### config.mk
export PLATFORM = sky130hd
export DESIGN_NAME = utf8_stream_validator
export DESIGN_NICKNAME = d
export VERILOG_FILES = /design/src/sv/utf8v_pkg.sv /design/src/sv/utf8_stream_validator.sv
export SDC_FILE = /design/constraint.sdc
export NUM_CORES = 1
export LEC_CHECK = 0
export BUFFER_PORTS_ARGS = -buffer_cell sky130_fd_sc_hd__buf_2
export CORE_MARGIN = 2
export CORE_UTILIZATION = 33
export CTS_CLUSTER_DIAMETER = 50
export DETAILED_ROUTE_END_ITERATION = 10
export GPL_ROUTABILITY_DRIVEN = 0
export PLACE_DENSITY = 0.59
export SLEW_MARGIN = 5
export SYNTH_ARGS = -nofsm -noshare
export SYNTH_HDL_FRONTEND = slang
export SYNTH_SLANG_ARGS = --single-unit
### constraint.sdc
create_clock -name aclk -period 1.7 [get_ports aclk]
set_clock_uncertainty 0.1 [all_clocks]
set_input_delay 0.34 -clock aclk [delete_from_list [all_inputs] [get_ports aclk]]
set_output_delay 0.34 -clock aclk [all_outputs]
set_load 0.01 [all_outputs]
### src/sv/utf8v_pkg.sv
// shared constants, state type and per-byte step function of the utf-8 stream validator
package utf8v_pkg;

    localparam int unsigned DATA_W  = 8;
    localparam int unsigned TDATA_W = 8;

    // byte class boundaries
    localparam logic [7:0] ASCII_TOP = 8'h80;
    localparam logic [7:0] LEAD2_LO  = 8'hC0;
    localparam logic [7:0] LEAD3_LO  = 8'hE0;
    localparam logic [7:0] LEAD4_LO  = 8'hF0;
    localparam logic [7:0] LEAD_END  = 8'hF8;
    localparam logic [7:0] CONT_MASK = 8'hC0;
    localparam logic [7:0] CONT_TAG  = 8'h80;

    // checker state carried across the words of one buffer
    typedef struct packed {
        logic [1:0] bytes_pending;
        logic       pending_bad;
        logic       verdict;
        logic       stopped;
    } utf8v_state_t;

    localparam utf8v_state_t STATE_CLEAR = '{
        bytes_pending: 2'd0, pending_bad: 1'b0, verdict: 1'b0, stopped: 1'b0};

    // state after one more byte of the buffer
    function automatic utf8v_state_t utf8v_step(utf8v_state_t s, logic [7:0] b);
        utf8v_state_t n;
        logic         bad_cont;
        n        = s;
        bad_cont = (b & CONT_MASK) != CONT_TAG;
        if (s.stopped) begin
            n = s;
        end else if (s.bytes_pending != 2'd0) begin
            // continuation byte: errors are held until the sequence closes
            n.pending_bad   = s.pending_bad | bad_cont;
            n.bytes_pending = s.bytes_pending - 2'd1;
            if (n.bytes_pending == 2'd0 && n.pending_bad) begin
                n.verdict = 1'b0;
                n.stopped = 1'b1;
            end
        end else begin
            n.pending_bad = 1'b0;
            if (b < ASCII_TOP) begin
                n.verdict = s.verdict;
            end else if (b < LEAD2_LO) begin
                n.verdict = 1'b0;
                n.stopped = 1'b1;
            end else if (b < LEAD3_LO) begin
                n.verdict       = 1'b1;
                n.bytes_pending = 2'd1;
            end else if (b < LEAD4_LO) begin
                n.verdict       = 1'b1;
                n.bytes_pending = 2'd2;
            end else if (b < LEAD_END) begin
                n.verdict       = 1'b1;
                n.bytes_pending = 2'd3;
            end else begin
                n.verdict = 1'b0;
                n.stopped = 1'b1;
            end
        end
        return n;
    endfunction

endpackage

### src/sv/utf8_stream_validator.sv
// utf-8 stream validator: byte stream in, one verdict word per buffer out
//
// Bytes of a buffer arrive one per word on the s_ channel, the final byte
// flagged by s_tlast. One verdict word leaves on the m_ channel for every
// buffer: its final byte is taken into the input register, and from there
// the verdict is loaded into the result register.
// A new byte is accepted every clock while the result register is empty or
// being drained; m_tready low stalls both stages.
// Verdict bit is 1 when at least one multi-byte lead was seen and no error
// was found; a pure ascii buffer yields 0, and an unfinished trailing
// sequence is not checked.
module utf8_stream_validator (
    input  logic                         aclk,
    input  logic                         aresetn,
    input  logic                         s_tvalid,
    output logic                         s_tready,
    input  logic [utf8v_pkg::DATA_W-1:0] s_tdata,   // [7:0] data_byte
    input  logic                         s_tlast,   // last_byte
    output logic                         m_tvalid,
    input  logic                         m_tready,
    output logic [utf8v_pkg::TDATA_W-1:0] m_tdata   // [0] is_utf8, [7:1] zero
);
    import utf8v_pkg::*;

    logic         in_valid_reg;
    logic [7:0]   in_data_reg;
    logic         in_last_reg;
    utf8v_state_t state_reg;
    utf8v_state_t state_next;
    utf8v_state_t stepped;
    logic         out_valid_reg;
    logic         out_bit_reg;
    logic         advance;
    logic         consume;

    // pipeline moves whenever the result register can take a word
    assign advance  = !out_valid_reg || m_tready;
    assign s_tready = !in_valid_reg || advance;
    assign consume  = in_valid_reg && advance;

    // per-byte decision
    always_comb begin
        stepped    = utf8v_step(state_reg, in_data_reg);
        state_next = state_reg;
        if (consume) begin
            state_next = in_last_reg ? STATE_CLEAR : stepped;
        end
    end

    // input register
    always_ff @(posedge aclk) begin
        if (!aresetn) begin
            in_valid_reg <= 1'b0;
        end else if (s_tready) begin
            in_valid_reg <= s_tvalid;
        end
        if (s_tready && s_tvalid) begin
            in_data_reg <= s_tdata;
            in_last_reg <= s_tlast;
        end
    end

    // buffer state
    always_ff @(posedge aclk) begin
        if (!aresetn) begin
            state_reg <= STATE_CLEAR;
        end else begin
            state_reg <= state_next;
        end
    end

    // result register
    always_ff @(posedge aclk) begin
        if (!aresetn) begin
            out_valid_reg <= 1'b0;
        end else if (advance) begin
            out_valid_reg <= consume && in_last_reg;
        end
        if (consume && in_last_reg) begin
            out_bit_reg <= stepped.verdict;
        end
    end

    assign m_tvalid = out_valid_reg;
    assign m_tdata  = {{(TDATA_W-1){1'b0}}, out_bit_reg};

endmodule
==> qor.txt <==
chip height: 49.92 um
Clock Path Buffers: 2
RSZ-0062 raised after global routing: false
share of layout cells above drive strength 1: 22.62%
DR pass1 iterations: 4
Area contributors post-synth: edfxtp_1 30%, dfxtp_1 20%, buf_4 8.6%
max cap viols: 0
global route overflow: 0
H-tree depth: 1
Setup TNS Final: 0 ns
largest area contributor in the netlist: edfxtp_1
worst path buffer plus inverter count: 0
Initial Util: 35.10%
Fmax achieved: 640.4 MHz
crit path max fanout: 3
DRT iter0 DRCs: 5
pin count of the biggest net entering global routing: 9
average size of a mapped cell: 10.08 um^2
final non-filler cell total: 111
global-route wire length before repair: 2007 um
max incr delay on CP: 0.43 ns
Worst Setup End Kind: register
number of CTS-inserted buffers: 3
synth-to-layout area growth: 13.49%
Hold Path Class: in -> reg
min cycle time layout: 1.561 ns
vias in the first global route: 484
antenna violations before repair: 0
Yosys warnings: 0
Required @ worst endpoint: 1.64 ns
crit path launch type: register
FP Rows: 16
Root Buffer: clkbuf_4
overall routing resource usage: 10.78%
Post-Synthesis Cells: 69
synthesized cell area: 695.7 um^2
fin area: 789.5 um^2
Core Util, Final: 39.84%
Yosys cell types: 32
final worst-path cycle share: 91.85%
TritonCTS clock tree: built
outcome: completed
I/O Pins: 23
maximum vdd drop: 424.1 uV
DP Cell Count: 107
P per Cell Area: 802.4 mW/mm^2
Clock Latency Late Sink: 0.28 ns
clk slew on worst S/H paths: 0.08 ns
hold buffers post-CTS: 0
fill cell count: 191
Hold Fails Final Rpt: 0
WS Path Type: reg -> reg
CTS sink count: 14
antenna cells: 0
Placed Instance Area: 762.0 um^2
Leakage: 0.0003167 uW
Die W: 49.92 um
total core area: 0.001982 mm^2
HPWL Detailed: 902 um
wire per inst: 10.91 um
worst path cell trace: nor3b_1, a2111o_1, a22o_1
Worst path slowest cell: a2111o_1
Setup-failing EPs final: 0
DR vias: 536
Buffers on Ports: 12
Final nets: 98
Residual DRC: 0
Post-CTS Setup Bufs: 0
CP top delay family: compound AO/OA/AOI/OAI gates
Vias per Instance: 4.829
Yosys top cell area share: 30.22%
die footprint: 0.002492 mm^2
fin. max-slew vios: 0
sequential fraction of the synthesis area: 50.36%
drt total wl: 1211 um
synthesized flop and latch total: 14
Arr. time, crit path: 1.51 ns
post-route ant nets: 0
-- layout make-up --
class / instances / area [um^2] / share of cell area (%)
sequential: 14 / 350.3 / 44.37
multi-input combinational: 49 / 292.8 / 37.08
timing repair buffer: 14 / 75.07 / 9.509
tap: 27 / 33.78 / 4.279
clock buffer: 3 / 22.52 / 2.853
inverter: 3 / 11.26 / 1.426
clock inverter: 1 / 3.754 / 0.4754
-- cells in the mapped netlist, drive strengths merged --
master,count
buf,9
dfxtp,7
edfxtp,7
a21oi,5
nand2,5
a31oi,3
inv,3
nor2,3
and2,2
nand2b,2
nand3b,2
nor3,2
nor3b,2
a2111o,1
a2111oi,1
a22o,1
and2b,1
and3,1
conb,1
nand3,1
nand4b,1
nor2b,1
nor4b,1
o211ai,1
o21a,1
o21ai,1
o21bai,1
o31a,1
o41ai,1
or3,1
-- stage by stage --
stage / power (uW) / hold WS [ns] / setup WS [ns]
after floorplan: 438.1 / 0.3389 / 0.1532
after global placement: 448.5 / 0.3646 / 0.1577
after detailed placement: 449.3 / 0.3738 / 0.1397
after CTS: 640.0 / 0.1240 / 0.1282
after global routing: 673.0 / 0.1059 / 0.03654
final: 633.5 / 0.1320 / 0.1385
-- layer usage --
layer | share of wire, % | vias to the layer above | track usage [%]
met1 | 46 | 237 | 13.80
met4 | 1.2 | 0 | 4.630
met3 | 7.9 | 4 | 4.848
li1 | - | 268 | -
met5 | 0 | - | 0
met2 | 45 | 27 | 15.56
-- placed cells by master, fill, tap and decap left out, types with 2 or more instances in the layout --
cell       n
and2_1     2
edfxtp_1   7
nor3b_1    2
nor3_1     2
buf_2     12
a21oi_1    5
dfxtp_1    7
inv_1      3
buf_4      2
clkbuf_4   3
nand3b_1   2
nor2_1     3
nand2_1    5
conb_1     7
a31oi_1    3
-- where the power goes --
| group | internal (uW) | switching [uW] | total (uW) |
|---|---|---|---|
| sequential | 369 | 11.7 | 380 |
| combinational | 27.4 | 34.9 | 62.3 |
| clock | 85.2 | 106 | 191 |
-- logic make-up after synthesis --
family,after synthesis,share of synthesized area (%)
AND/OR/NAND/NOR,25,21.22
AO/OA/AOI/OAI,17,16.91
flip-flops,14,50.36
buffers and inverters,12,10.97
other,1,0.5391
-- what timing repair did --
item	4_1_cts	5_1_grt
hold endpoints to repair	0	0
resized for setup	0	1
endpoints found under the setup margin	0	1
-- worst paths after layout --
| kind | from | to | slack [ns] | depth (start not counted) |
|---|---|---|---|---|
| min reg2reg | state_reg[2] | state_reg[2] | 0.38 | 2 |
| min | s_tdata[3] | in_data_reg[3] | 0.13 | 1 |
| max | in_data_reg[7] | out_bit_reg | 0.14 | 3 |
| max reg2reg | in_data_reg[7] | out_bit_reg | 0.14 | 3 |
Power figures use the tool's default switching activity.
